[config.mk]
export PLATFORM = sky130hd
export DESIGN_NAME = waypoint_heading_navigator_top
export DESIGN_NICKNAME = d
export VERILOG_FILES = /design/src/hdl/wpn_pkg.sv /design/src/hdl/waypoint_heading_navigator_top.sv /design/src/hdl/wpn_front.sv /design/src/hdl/wpn_queue.sv /design/src/hdl/wpn_cordic.sv
export SDC_FILE = /design/constraint.sdc
export NUM_CORES = 1
export LEC_CHECK = 0
export BUFFER_PORTS_ARGS = -buffer_cell sky130_fd_sc_hd__buf_2
export CAP_MARGIN = 15
export CORE_MARGIN = 3
export CORE_UTILIZATION = 55
export DETAILED_ROUTE_END_ITERATION = 16
export GPL_TIMING_DRIVEN = 0
export PLACE_DENSITY = 0.74
export SETUP_SLACK_MARGIN = 0.02
export SLEW_MARGIN = 15
export SYNTH_ARGS = -nofsm -noshare
export SYNTH_HDL_FRONTEND = slang
export SYNTH_SLANG_ARGS = --single-unit
[constraint.sdc]
create_clock -name i_clk -period 10 [get_ports i_clk]
set_input_delay 0.5 -clock i_clk [delete_from_list [all_inputs] [get_ports i_clk]]
set_output_delay 0.5 -clock i_clk [all_outputs]
set_load 0.005 [all_outputs]
[src/hdl/wpn_pkg.sv]
// Shared types, constants and the arctangent table for the waypoint heading navigator.
// Used by every module of the block; depends on nothing else.
package wpn_pkg;

    // Default build values for the top-level parameters.
    localparam int CORDIC_STEPS_DEF = 16;
    localparam int START_OFFSET_DEF = 15;

    // Number of entries in the arctangent table.
    localparam int ATAN_LEN = 24;

    // Field widths.
    localparam int POS_W     = 16;
    localparam int HEAD_W    = 9;
    localparam int REC_W     = 16;
    localparam int PAINT_W   = 8;
    localparam int GOAL_W    = 13;
    localparam int RADIUS_W  = 10;
    localparam int DIFF_W    = 18;  // target minus position, signed
    localparam int XY_W      = 28;  // CORDIC x/y datapath, signed
    localparam int ANG_W     = 27;  // 11.16 degree accumulator, signed
    localparam int ANG_FRAC  = 16;
    localparam int DEG_W     = ANG_W - ANG_FRAC;

    // Stream and configuration port widths.
    localparam int IN_TDATA_W  = 88;
    localparam int OUT_TDATA_W = 56;
    localparam int CFG_IDX_W   = 2;
    localparam int CFG_DATA_W  = 10;

    // Configuration register indexes.
    localparam logic [CFG_IDX_W-1:0] REG_START_HEADING  = 2'd0;
    localparam logic [CFG_IDX_W-1:0] REG_ARRIVAL_RADIUS = 2'd1;

    // Reset values of the configuration registers.
    localparam logic [HEAD_W-1:0]   START_HEADING_RST  = 9'd0;
    localparam logic [RADIUS_W-1:0] ARRIVAL_RADIUS_RST = 10'd20;

    // Depth of the queue between classifier and bearing engine.
    localparam int QUEUE_DEPTH = 2;

    // 180 degrees in the 11.16 angle format.
    localparam logic signed [ANG_W-1:0] ANG_180 = 27'sd11796480;

    // One classified item on its way from the front to the back.
    typedef struct packed {
        logic [HEAD_W-1:0]        rel_heading;
        logic                     done;
        logic                     taken;
        logic                     drive_on;
        logic [PAINT_W-1:0]       paint;
        logic [GOAL_W-1:0]        goal_x;
        logic [GOAL_W-1:0]        goal_y;
        logic signed [DIFF_W-1:0] dx;
        logic signed [DIFF_W-1:0] dy;
    } t_wpn_entry;

    // atan(2^-i) in degrees, 11.16 fixed point.
    function automatic logic signed [ANG_W-1:0] wpn_atan(input int idx);
        logic signed [ANG_W-1:0] v;
        case (idx)
            0:       v = 27'sd2949120;
            1:       v = 27'sd1740967;
            2:       v = 27'sd919879;
            3:       v = 27'sd466945;
            4:       v = 27'sd234379;
            5:       v = 27'sd117266;
            6:       v = 27'sd58666;
            7:       v = 27'sd29335;
            8:       v = 27'sd14668;
            9:       v = 27'sd7334;
            10:      v = 27'sd3667;
            11:      v = 27'sd1833;
            12:      v = 27'sd917;
            13:      v = 27'sd458;
            14:      v = 27'sd229;
            15:      v = 27'sd115;
            16:      v = 27'sd57;
            17:      v = 27'sd29;
            18:      v = 27'sd14;
            19:      v = 27'sd7;
            20:      v = 27'sd4;
            21:      v = 27'sd2;
            22:      v = 27'sd1;
            default: v = 27'sd0;
        endcase
        return v;
    endfunction

endpackage

[src/hdl/waypoint_heading_navigator_top.sv]
// Waypoint heading navigator. The front end takes one position fix per
// cycle while its two-entry queue has room, checks arrival and updates the
// target at once; the bearing engine then works one item at a time (a load
// step, the CORDIC steps until the residual is zero or the step count is
// reached, a check step, and the write of the output register once that
// register is free), so the sustained rate is set by the shared CORDIC step
// unit. A finished result waits in the output register while the next item
// is already being worked. Configuration writes are always ready and take
// effect the next cycle; write them only while idle.
//
// Top level; depends on wpn_pkg, wpn_front, wpn_queue and wpn_cordic.
module waypoint_heading_navigator_top #(
    parameter int CORDIC_STEPS = wpn_pkg::CORDIC_STEPS_DEF,
    parameter int START_OFFSET = wpn_pkg::START_OFFSET_DEF
) (
    input  logic                                i_clk,
    input  logic                                i_rst_n,
    // Configuration write channel
    input  logic                                i_cfg_valid,
    output logic                                o_cfg_ready,
    input  logic [wpn_pkg::CFG_IDX_W-1:0]       i_cfg_index,
    input  logic [wpn_pkg::CFG_DATA_W-1:0]      i_cfg_data,
    // Input stream
    input  logic                                s_axis_tvalid,
    output logic                                s_axis_tready,
    // pos_x, pos_y, raw_heading, rec_x, rec_y, rec_paint (lowest bit first),
    // zero padded
    input  logic [wpn_pkg::IN_TDATA_W-1:0]      s_axis_tdata,
    input  logic                                s_axis_tlast,   // rec_final
    // Output stream
    output logic                                m_axis_tvalid,
    input  logic                                m_axis_tready,
    // rel_heading, target_heading, drive_on, record_taken, paint_out,
    // finished, goal_x, goal_y (lowest bit first), zero padded
    output logic [wpn_pkg::OUT_TDATA_W-1:0]     m_axis_tdata
);
    import wpn_pkg::*;

    t_wpn_entry front_entry;
    t_wpn_entry queue_entry;
    logic       queue_full;
    logic       queue_empty;
    logic       queue_pop;
    logic       accept;

    assign o_cfg_ready   = 1'b1;
    assign s_axis_tready = !queue_full;
    assign accept        = s_axis_tvalid && !queue_full;

    // Classification and navigation state.
    wpn_front #(
        .START_OFFSET (START_OFFSET)
    ) u_front (
        .i_clk         (i_clk),
        .i_rst_n       (i_rst_n),
        .i_cfg_valid   (i_cfg_valid),
        .i_cfg_index   (i_cfg_index),
        .i_cfg_data    (i_cfg_data),
        .i_accept      (accept),
        .i_pos_x       (s_axis_tdata[15:0]),
        .i_pos_y       (s_axis_tdata[31:16]),
        .i_raw_heading (s_axis_tdata[40:32]),
        .i_rec_x       (s_axis_tdata[56:41]),
        .i_rec_y       (s_axis_tdata[72:57]),
        .i_rec_paint   (s_axis_tdata[80:73]),
        .i_rec_final   (s_axis_tlast),
        .o_entry       (front_entry)
    );

    // Decoupling queue.
    wpn_queue u_queue (
        .i_clk   (i_clk),
        .i_rst_n (i_rst_n),
        .i_push  (accept),
        .i_data  (front_entry),
        .i_pop   (queue_pop),
        .o_data  (queue_entry),
        .o_full  (queue_full),
        .o_empty (queue_empty)
    );

    // Bearing engine and output register.
    wpn_cordic #(
        .CORDIC_STEPS (CORDIC_STEPS)
    ) u_cordic (
        .i_clk         (i_clk),
        .i_rst_n       (i_rst_n),
        .i_entry       (queue_entry),
        .i_empty       (queue_empty),
        .o_pop         (queue_pop),
        .m_axis_tvalid (m_axis_tvalid),
        .m_axis_tready (m_axis_tready),
        .m_axis_tdata  (m_axis_tdata)
    );

endmodule

[src/hdl/wpn_front.sv]
// Front end: configuration registers, navigation state and per-item classification.
// Depends on wpn_pkg; feeds classified items into wpn_queue.
module wpn_front #(
    parameter int START_OFFSET = wpn_pkg::START_OFFSET_DEF
) (
    input  logic                                i_clk,
    input  logic                                i_rst_n,
    // Configuration write channel
    input  logic                                i_cfg_valid,
    input  logic [wpn_pkg::CFG_IDX_W-1:0]       i_cfg_index,
    input  logic [wpn_pkg::CFG_DATA_W-1:0]      i_cfg_data,
    // Accepted item fields
    input  logic                                i_accept,
    input  logic signed [wpn_pkg::POS_W-1:0]    i_pos_x,
    input  logic signed [wpn_pkg::POS_W-1:0]    i_pos_y,
    input  logic [wpn_pkg::HEAD_W-1:0]          i_raw_heading,
    input  logic [wpn_pkg::REC_W-1:0]           i_rec_x,
    input  logic [wpn_pkg::REC_W-1:0]           i_rec_y,
    input  logic [wpn_pkg::PAINT_W-1:0]         i_rec_paint,
    input  logic                                i_rec_final,
    // Classified item toward the queue
    output wpn_pkg::t_wpn_entry                 o_entry
);
    import wpn_pkg::*;

    logic [HEAD_W-1:0]   r_start_heading;
    logic [RADIUS_W-1:0] r_arrival_radius;
    logic [GOAL_W-1:0]   r_target_x;
    logic [GOAL_W-1:0]   r_target_y;
    logic                r_final_seen;
    logic                r_done;

    logic signed [HEAD_W+1:0] hd;
    logic signed [HEAD_W+1:0] rel;
    logic signed [DIFF_W-1:0] ex;
    logic signed [DIFF_W-1:0] ey;
    logic [DIFF_W-1:0]        ax;
    logic [DIFF_W-1:0]        ay;
    logic                     near;
    logic                     n_done;
    logic                     take;
    logic [REC_W-1:0]         ry_adj;
    logic [GOAL_W-1:0]        n_target_x;
    logic [GOAL_W-1:0]        n_target_y;

    // Configuration registers.
    always_ff @(posedge i_clk) begin
        if (!i_rst_n) begin
            r_start_heading  <= START_HEADING_RST;
            r_arrival_radius <= ARRIVAL_RADIUS_RST;
        end else if (i_cfg_valid) begin
            case (i_cfg_index)
                REG_START_HEADING:  r_start_heading  <= i_cfg_data[HEAD_W-1:0];
                REG_ARRIVAL_RADIUS: r_arrival_radius <= i_cfg_data;
                default: ;
            endcase
        end
    end

    // Relative heading, reduced into 0..359.
    always_comb begin
        hd = $signed({2'b00, i_raw_heading}) - $signed({2'b00, r_start_heading});
        if (hd >= 11'sd360) begin
            rel = hd - 11'sd360;
        end else if (hd < -11'sd360) begin
            rel = hd + 11'sd720;
        end else if (hd < 11'sd0) begin
            rel = hd + 11'sd360;
        end else begin
            rel = hd;
        end
    end

    // Arrival test against the current target, per axis.
    always_comb begin
        ex   = DIFF_W'(i_pos_x) - $signed({5'b0, r_target_x});
        ey   = DIFF_W'(i_pos_y) - $signed({5'b0, r_target_y});
        ax   = ex[DIFF_W-1] ? DIFF_W'(-ex) : DIFF_W'(ex);
        ay   = ey[DIFF_W-1] ? DIFF_W'(-ey) : DIFF_W'(ey);
        near = (ax < {8'b0, r_arrival_radius}) && (ay < {8'b0, r_arrival_radius});
    end

    // Stop on the last target, otherwise take the record when near.
    always_comb begin
        n_done     = r_done | (near & r_final_seen);
        take       = near & ~n_done;
        ry_adj     = 16'd1000 - i_rec_y;
        n_target_x = take ? i_rec_x[REC_W-1:3] : r_target_x;
        n_target_y = take ? ry_adj[REC_W-1:3]  : r_target_y;
    end

    // Classified item toward the bearing engine.
    always_comb begin
        o_entry.rel_heading = rel[HEAD_W-1:0];
        o_entry.done        = n_done;
        o_entry.taken       = take;
        o_entry.drive_on    = ~n_done & ~(take & i_rec_final);
        o_entry.paint       = take ? i_rec_paint : '0;
        o_entry.goal_x      = n_target_x;
        o_entry.goal_y      = n_target_y;
        o_entry.dx          = $signed({5'b0, n_target_x}) - DIFF_W'(i_pos_x);
        o_entry.dy          = $signed({5'b0, n_target_y}) - DIFF_W'(i_pos_y);
    end

    // Navigation state, updated once per accepted item.
    always_ff @(posedge i_clk) begin
        if (!i_rst_n) begin
            r_target_x   <= GOAL_W'(START_OFFSET);
            r_target_y   <= GOAL_W'(START_OFFSET);
            r_final_seen <= 1'b0;
            r_done       <= 1'b0;
        end else if (i_accept) begin
            r_done     <= n_done;
            r_target_x <= n_target_x;
            r_target_y <= n_target_y;
            if (take) begin
                r_final_seen <= i_rec_final;
            end
        end
    end

endmodule

[src/hdl/wpn_queue.sv]
// Short queue of classified items between the front end and the bearing engine.
// Depends on wpn_pkg for the item type and the queue depth.
module wpn_queue (
    input  logic                 i_clk,
    input  logic                 i_rst_n,
    input  logic                 i_push,
    input  wpn_pkg::t_wpn_entry  i_data,
    input  logic                 i_pop,
    output wpn_pkg::t_wpn_entry  o_data,
    output logic                 o_full,
    output logic                 o_empty
);
    import wpn_pkg::*;

    localparam int PTR_W = (QUEUE_DEPTH > 1) ? $clog2(QUEUE_DEPTH) : 1;
    localparam int CNT_W = $clog2(QUEUE_DEPTH + 1);

    t_wpn_entry       r_mem [QUEUE_DEPTH];
    logic [PTR_W-1:0] r_wr_ptr;
    logic [PTR_W-1:0] r_rd_ptr;
    logic [CNT_W-1:0] r_count;

    assign o_full  = (r_count == CNT_W'(QUEUE_DEPTH));
    assign o_empty = (r_count == '0);
    assign o_data  = r_mem[r_rd_ptr];

    // Entry storage.
    always_ff @(posedge i_clk) begin
        if (i_push) begin
            r_mem[r_wr_ptr] <= i_data;
        end
    end

    // Pointers and fill count.
    always_ff @(posedge i_clk) begin
        if (!i_rst_n) begin
            r_wr_ptr <= '0;
            r_rd_ptr <= '0;
            r_count  <= '0;
        end else begin
            if (i_push) begin
                r_wr_ptr <= (r_wr_ptr == PTR_W'(QUEUE_DEPTH - 1)) ? '0 : r_wr_ptr + 1'b1;
            end
            if (i_pop) begin
                r_rd_ptr <= (r_rd_ptr == PTR_W'(QUEUE_DEPTH - 1)) ? '0 : r_rd_ptr + 1'b1;
            end
            if (i_push && !i_pop) begin
                r_count <= r_count + 1'b1;
            end else if (i_pop && !i_push) begin
                r_count <= r_count - 1'b1;
            end
        end
    end

endmodule

[src/hdl/wpn_cordic.sv]
// Back end: iterative vectoring CORDIC for the bearing and the output register.
// Depends on wpn_pkg; takes items from wpn_queue.
module wpn_cordic #(
    parameter int CORDIC_STEPS = wpn_pkg::CORDIC_STEPS_DEF
) (
    input  logic                                 i_clk,
    input  logic                                 i_rst_n,
    input  wpn_pkg::t_wpn_entry                  i_entry,
    input  logic                                 i_empty,
    output logic                                 o_pop,
    output logic                                 m_axis_tvalid,
    input  logic                                 m_axis_tready,
    // rel_heading, target_heading, drive_on, record_taken, paint_out,
    // finished, goal_x, goal_y (lowest bit first), zero padded
    output logic [wpn_pkg::OUT_TDATA_W-1:0]      m_axis_tdata
);
    import wpn_pkg::*;

    localparam int IT_W = $clog2(CORDIC_STEPS + 1);

    localparam logic [1:0] ST_IDLE = 2'd0;
    localparam logic [1:0] ST_RUN  = 2'd1;
    localparam logic [1:0] ST_FIN  = 2'd2;

    logic [1:0]              r_state;
    t_wpn_entry              r_ent;
    logic signed [XY_W-1:0]  r_x;
    logic signed [XY_W-1:0]  r_y;
    logic signed [ANG_W-1:0] r_z;
    logic [IT_W-1:0]         r_iter;
    logic                    r_m_valid;
    logic [OUT_TDATA_W-1:0]  r_m_data;

    logic signed [XY_W-1:0]  x0;
    logic signed [XY_W-1:0]  y0;
    logic signed [XY_W-1:0]  xs;
    logic signed [XY_W-1:0]  ys;
    logic                    iter_end;
    logic signed [ANG_W-1:0] z_mag;
    logic signed [DEG_W-1:0] deg;
    logic signed [DEG_W-1:0] deg_wrap;
    logic [HEAD_W-1:0]       target_heading;
    logic                    out_free;

    assign o_pop         = (r_state == ST_IDLE) && !i_empty;
    assign m_axis_tvalid = r_m_valid;
    assign m_axis_tdata  = r_m_data;
    assign out_free      = !r_m_valid || m_axis_tready;

    // Scaled start vector and one shift-add step.
    always_comb begin
        x0       = {{(XY_W-DIFF_W-8){i_entry.dx[DIFF_W-1]}}, i_entry.dx, 8'b0};
        y0       = {{(XY_W-DIFF_W-8){i_entry.dy[DIFF_W-1]}}, i_entry.dy, 8'b0};
        xs       = r_x >>> r_iter;
        ys       = r_y >>> r_iter;
        iter_end = (r_iter == IT_W'(CORDIC_STEPS)) || (r_y == '0);
    end

    // Angle truncated toward zero, wrapped, and turned into the target heading.
    always_comb begin
        z_mag    = r_z[ANG_W-1] ? -r_z : r_z;
        deg      = r_z[ANG_W-1] ? -$signed(DEG_W'(z_mag >>> ANG_FRAC))
                                :  $signed(DEG_W'(z_mag >>> ANG_FRAC));
        deg_wrap = (deg < 0) ? deg + 11'sd360 : deg;
        target_heading = r_ent.done ? '0 : HEAD_W'(11'sd360 - deg_wrap);
    end

    // Sequencer and CORDIC datapath.
    always_ff @(posedge i_clk) begin
        if (!i_rst_n) begin
            r_state <= ST_IDLE;
        end else begin
            case (r_state)
                ST_IDLE: begin
                    if (!i_empty) begin
                        r_state <= ST_RUN;
                    end
                end
                ST_RUN: begin
                    if (iter_end) begin
                        r_state <= ST_FIN;
                    end
                end
                ST_FIN: begin
                    if (out_free) begin
                        r_state <= ST_IDLE;
                    end
                end
                default: r_state <= ST_IDLE;
            endcase
        end
    end

    always_ff @(posedge i_clk) begin
        if (o_pop) begin
            r_ent  <= i_entry;
            r_iter <= '0;
            if (i_entry.dy == '0) begin
                // Horizontal vector: bearing is 0 or 180 without iterating.
                r_x <= x0;
                r_y <= '0;
                r_z <= i_entry.dx[DIFF_W-1] ? ANG_180 : '0;
            end else if (i_entry.dx[DIFF_W-1]) begin
                // Left half plane: rotate by 180 degrees first.
                r_x <= -x0;
                r_y <= -y0;
                r_z <= i_entry.dy[DIFF_W-1] ? -ANG_180 : ANG_180;
            end else begin
                r_x <= x0;
                r_y <= y0;
                r_z <= '0;
            end
        end else if (r_state == ST_RUN && !iter_end) begin
            r_iter <= r_iter + 1'b1;
            if (!r_y[XY_W-1]) begin
                r_x <= r_x + ys;
                r_y <= r_y - xs;
                r_z <= r_z + wpn_atan(int'(r_iter));
            end else begin
                r_x <= r_x - ys;
                r_y <= r_y + xs;
                r_z <= r_z - wpn_atan(int'(r_iter));
            end
        end
    end

    // Output register; the next item can run while a result waits here.
    always_ff @(posedge i_clk) begin
        if (!i_rst_n) begin
            r_m_valid <= 1'b0;
        end else if (r_state == ST_FIN && out_free) begin
            r_m_valid <= 1'b1;
        end else if (m_axis_tready) begin
            r_m_valid <= 1'b0;
        end
    end

    always_ff @(posedge i_clk) begin
        if (r_state == ST_FIN && out_free) begin
            r_m_data <= {1'b0, r_ent.goal_y, r_ent.goal_x, r_ent.done, r_ent.paint,
                         r_ent.taken, r_ent.drive_on, target_heading, r_ent.rel_heading};
        end
    end

endmodule

== Yosys cells after proc, flatten, opt, wreduce, memory -nomap -nowiden ==
Memories as Yosys holds them, arrays and structs flattened. A register that Yosys moved wholly into a read port is not among the register bits.
Index checks and enable logic that the tools add are counted.

* Flip-flop bits (word level): 243
* Memory bits (writable): 164
* Memory bits (read-only): 1408
* Memories: 3

{| class="wikitable"
|+ Memory list
! memory !! depth !! width !! read ports !! clocked after Yosys merged registers in !! write ports !! line !! source
|-
| (name not given) || 32 || 22 || 1 || 1 || 0 || wpn_pkg.sv:61 || <nowiki>case (idx)</nowiki>
|-
| (name not given) || 32 || 22 || 1 || 1 || 0 || wpn_pkg.sv:61 ||
|-
| u_queue.r_mem || 2 || 82 || 1 || 1 || 1 || wpn_queue.sv:18 || <nowiki>t_wpn_entry r_mem [QUEUE_DEPTH];</nowiki>
|}

* $add $sub $neg: 28
* Order comparisons: 6
* Equality and inequality tests: 8
* Shift-type cells: 2
* Muxes and demuxes: 52
* Bitwise gates (word level): 7
* Reductions and logical operators: 27

{| class="wikitable"
|+ Operators by type and width
! cell !! count
|-
| $mux W27 || 13
|-
| $mux W28 || 10
|-
| $add A28 B28 Y28 || 2
|-
| $neg A26 Y28 || 2
|-
| $sshr A28 B5 Y28 || 2
|-
| $sub A28 B28 Y28 || 2
|-
| $lt A18 B10 Y1 || 2
|-
| $mux W18 || 2
|-
| $mux W9 || 4
|-
| $neg A18 Y18 || 2
|-
| $sub A14 B16 Y17 || 2
|-
| $sub A16 B14 Y17 || 2
|-
| $logic_not A28 Y1 || 1
|-
| $add A27 B27 Y27 || 1
|-
| $add A9 B9 Y9 const B || 3
|-
| $neg A27 Y27 || 1
|-
| $sub A27 B27 Y27 || 1
|-
| $mux W13 || 2
|-
| $mux W24 || 1
|-
| $mux W5 || 4
|-
| $logic_not A18 Y1 || 1
|-
| $sub A10 B16 Y16 const A || 1
|-
| $lt A11 B1 Y1 const B || 1
|-
| $mux W11 || 1
|-
| 30 further kinds || 67
|}

== Logic depth before layout (Yosys ltp) ==
* Depth in word-level cells: 12
* Mapped depth: 39
* Mapped depth without buffers: 36

== By module ==
From an unflattened synthesis, not the netlist that was laid out.

* Cell total of the unflattened synthesis: 3221
* Area, all modules: 32257.2 um^2

{| class="wikitable"
|+ By module, submodules not included
! module !! instances !! cells an instance !! area an instance (um^2) !! seq. area each (um^2)
|-
| wpn_cordic || 1 || 1917 || 18487.7 || 6125.9
|-
| wpn_front || 1 || 1023 || 7583.5 || 940.9
|-
| wpn_queue || 1 || 277 || 6164.7 || 5024.8
|-
| waypoint_heading_navigator_top || 1 || 4 || 21.3 || 0.0
|}

== Worst setup path after synthesis ==
Ideal clock, no wire load.

* Kind: input -> register
* From: input port s_axis_tdata[16] (netlist name)
* To: memory u_queue.r_mem[0][14] (netlist name), data pin
* Setup time: 0.262 ns
* Arrival: 7.354 ns
* Data required time: 9.738 ns
* Path slack: 2.383 ns
* Stages: 38
* Path buffers: 3
* Path through: inv_1 -> ha_1 -> fa_1 -> nand2b_1 -> a21o_1 -> a21o_1 -> a211oi_1 -> clkbuf_1 -> nor2_1 -> a21oi_1 -> ha_1 -> a21boi_0 -> o21a_1 -> o21ai_0 -> a21oi_1 -> o21a_1 -> o21ai_0 -> a21oi_1 -> [... 2 more ...] -> and4_4 -> buf_12 -> buf_12 -> mux2i_1 -> ha_1 -> inv_1 -> fa_1 -> a21o_1 -> a21oi_1 -> o21ai_0 -> a21oi_1 -> o21bai_1 -> a21oi_1 -> o21ai_0 -> or4_1 -> a31oi_1 -> nor2_1 -> xnor2_1

{| class="wikitable"
|+ RTL lines
! item !! line !! source
|-
| start: declaration || waypoint_heading_navigator_top.sv:28 || <nowiki>input logic [wpn_pkg::IN_TDATA_W-1:0] s_axis_tdata,</nowiki>
|-
| end: declaration || wpn_queue.sv:18 ||
|}

==> run_results.csv <==
group,metric,value,unit
synthesis,synth_edf_count,344,
clocking,clk_pin_slew,0.06,ns
timing,tightestPinTransition,1.18,ns
timing,clock_skew,0.0285,ns
layout,final_layout_size_suffix_gt1_share,14.4,%
synthesis,yosysUniqueCellTypes,96,
synthesis,yosysTopAreaCellShare,33.1,%
layout,area_growth_syn_to_layout,11.5,%
placement,io_buffers,149,
pwr,p_int,7490,uW
min_path,worst_hold_path.endpoint,"u_front.r_start_heading[3]$_SDFFE_PN0P_",
synthesis,postSynthCellCount,3193,
clocking,cts_setup_buffers,0,
synthesis,syn_area_per_cell,9.79,um2
routing,drc_errors,0,
floorplan,coreArea,55600,um2
global_route,grt_max_degree,55,
job,drv_cap,0,
timing,clock.fmax,0.111,GHz
pwr,swShare,46.7,%
global_route,met2_usage,56.1,%
clocking,cts_tree,"yes",
routing,wl,99700,um
layout,fin_nets,3699,
setup_path,crit_required,10.36,ns
routing,drtAntennaViolNets,0,
synthesis,syn_area,31200,um2
synthesis,ys_warn_count,0,
placement,place.gp.congestion,1.02,
synthesis,synth_top_area_cell,"edfxtp_1",
synthesis,netlist_top_cells_count,"edfxtp_1, nor2_1, nand2_1, a21oi_1, ha_1",
pwr,pwr-share-seq,22.7,%
global_route,grt_pass1_wl,152000,um
pwr,worst_ir_drop_vdd,0.259,mV
setup_path,r2r-start,"u_front.r_target_y[0]$_SDFFE_PN1P_",
setup_path,end_kind,"flop",
timing,hold_viol,0,
routing,avgViaCountPerCell,6.39,
pwr,powerDensity,403,nW/um2
floorplan,dieArea,59700,um2
setup_path,critPathLaunchType,"flop",
clocking,root_buffer,"clkbuf_16",
pwr,power.switching,6550,uW
global_route,antenna_found_initial,5,
timing,setup_viol,0,
setup_path,cp_max_fo,10,
routing,drt-pass1-iter-count,8,
global_route,gr-total-overflow,0,
floorplan,num_rows,86,
global_route,use_met3,5.61,%
global_route,grtUsageMet1,39.6,%
setup_path,cp_slowest_cell,"or4_1",
synthesis,synthArstFlopShare,0,%
min_path,hold_path_depth,3,
clocking,cts_hold_buffers,0,
status,outcome,"finished clean",
placement,pre_cts_ws,0.872,ns
clocking,clockBufferDepth,3,
setup_path,crit_top_cell,"a21oi_1",
timing,slew_headroom,21.5,%
placement,place_area,33200,um2
setup_path,critPathKind,"reg -> reg",
layout,final_core_util,62.6,%
min_path,hold_path.startpoint,"i_cfg_data[3]",
timing,drv_slew,0,
synthesis,synth.most_common_cell,"edfxtp_1",
setup_path,timing.rr.end,"u_queue.r_mem[1][14]$_DFFE_PP_",
timing,finalCritPeriodShare,89.9,%
layout,stdcell_area,34800,um2
setup_path,worstPathArrival,9.35,ns
floorplan,start_util,56.2,%
pwr,leakage,0.0132,uW
pwr,comb_power_share,64.2,%
routing,drtIter0Drc,2578,
clocking,cts_made_buffers,46,
clocking,cts_htree_levels,2,
floorplan,dieWidth,244,um
min_path,hold_class,"in -> reg",
timing,fin_crit,8.99,ns
synthesis,syn_nets,3492,
synthesis,synth_seq_cells,426,
pwr,power.share.clock,13.1,%
clocking,cts.sinks,426,
global_route,track_usage,32.8,%
setup_path,worst_path_largest_cell_delay,0.47,ns
routing,wire_per_inst,23.8,um
pwr,p_total,14000,uW
routing,num_vias,26700,
floorplan,die_y,244,um
placement,hpwlAfterDp,76600,um
floorplan,io-pin-count,165,
timing,rsz0062_at_grt,"no",
synthesis,synth_area_leaders,"edfxtp_1, ha_1, dfxtp_1",
clocking,clkLatencyLatePin,0.61,ns
synthesis,synth_ff_type,"edfxtp_1",
synthesis,ys_seq_area_share,38.3,%
global_route,grt_pass1_vias,26400,
timing,setup_ws,1.01,ns
global_route,grt.busiest_layer,"met2",
setup_path,r2r_setup_slack,1.01,ns
clocking,cts_resized,0,
setup_path,r2r_cells,37,
timing,finalSetupTns,0,ns
## state kept, by name (all words and copies together) (netlist names), 13 cells and up, named ones only
register	cells
u_cordic.r_y	28
u_front.r_target_y	13
u_cordic.r_x	28
u_cordic.r_ent	46
u_front.r_target_x	13
u_cordic.r_z	27
u_queue.r_mem	160
u_cordic.m_axis_tdata	55
## cell type report
cell class              count  area [um2]
fillers                  4510       20800
repair buffers            159         958
plain buffers             146         678
flip-flops and latches    426       12000
diodes                      2        5.00
inverters                 157         589
clock buffers              49        1190
clock inverters            37         453
well taps                 748         936
multi-input cells        2464       18100
## per-layer routing
metal	wire (um)	part of all wire, %
met1	38700	39
met5	27	0.027
met4	5690	5.7
met2	48000	48
met3	7290	7.3
## metrics by stage
| step | hold slack [ns] | instances |
|---|---|---|
| floorplan | 0.400 | 3193 |
| global placement | 0.402 | 4090 |
| detailed placement | 0.405 | 4100 |
| CTS | 0.116 | 4186 |
| global route | 0.150 | 4188 |
| finish | 0.145 | 4188 |
## cells by family (layout without fill, tap and decap cells)
kind of cell	count (synthesis)	count (layout)	share of synthesized area (%)
simple gates	973	973	15.1
compound gates	777	777	16.3
flops	426	426	38.3
buf+inv	303	548	4.04
mux	269	269	11.2
xor+xnor	250	250	7.03
fa+ha+maj	193	193	7.92
other cells	2	4	0.0240
## worst max-delay path, delay by kind of cell (launching register included)
kind                       cells  cell delay (ns)
and+or+nand+nor                6             1.57
adders and majority gates      5             1.57
DFF                            1             0.37
muxes                          1             0.44
xor gates and xnor gates       1             0.16
buffers and inverters          4             0.74
AOI/OAI and AO/OA             20             3.91
## power by group through the flow
| stage | Sequential [uW] | Clock [uW] | Combinational [uW] |
|---|---|---|---|
| after floorplan | 3060 | 0 | 6530 |
| after global placement | 3230 | 0 | 8410 |
| after detailed placement | 3200 | 0 | 8760 |
| after CTS | 3180 | 1870 | 8840 |
| after global routing | 3230 | 1940 | 9810 |
| final | 3190 | 1840 | 9010 |
## worst max-delay path by stage
| stage | startpoint | cells after the start | to |
|---|---|---|---|
| 3_5_place_dp | s_axis_tdata[16] | 39 | u_queue.r_mem[0][14]$_DFFE_PP_ |
| 3_3_place_gp | s_axis_tdata[16] | 39 | u_queue.r_mem[0][14]$_DFFE_PP_ |
| 2_1_floorplan | s_axis_tdata[16] | 38 | u_queue.r_mem[0][14]$_DFFE_PP_ |
| 5_1_grt | u_front.r_target_y[9]$_SDFFE_PN0P_ | 38 | u_queue.r_mem[1][14]$_DFFE_PP_ |
| 4_1_cts | u_front.r_target_y[0]$_SDFFE_PN1P_ | 37 | u_queue.r_mem[0][14]$_DFFE_PP_ |
| 6_report | u_front.r_target_y[0]$_SDFFE_PN1P_ | 37 | u_queue.r_mem[1][14]$_DFFE_PP_ |
## cells in the final DEF (no fill, tap or decap), drive strengths merged, types with 33 or more instances in the layout
cell      n
edfxtp  344
xnor2   159
mux2    103
mux2i   113
nand2   240
and3     42
clkbuf  144
o22ai    33
ha      185
inv     161
nand3    58
nand2b   36
dfxtp    82
a31oi    40
buf     210
xor2     91
a21o     42
nor3     69
a21oi   200
mux4     53
nor2    302
o21ai   164
and2     44
(Power assumes the default switching activity.)
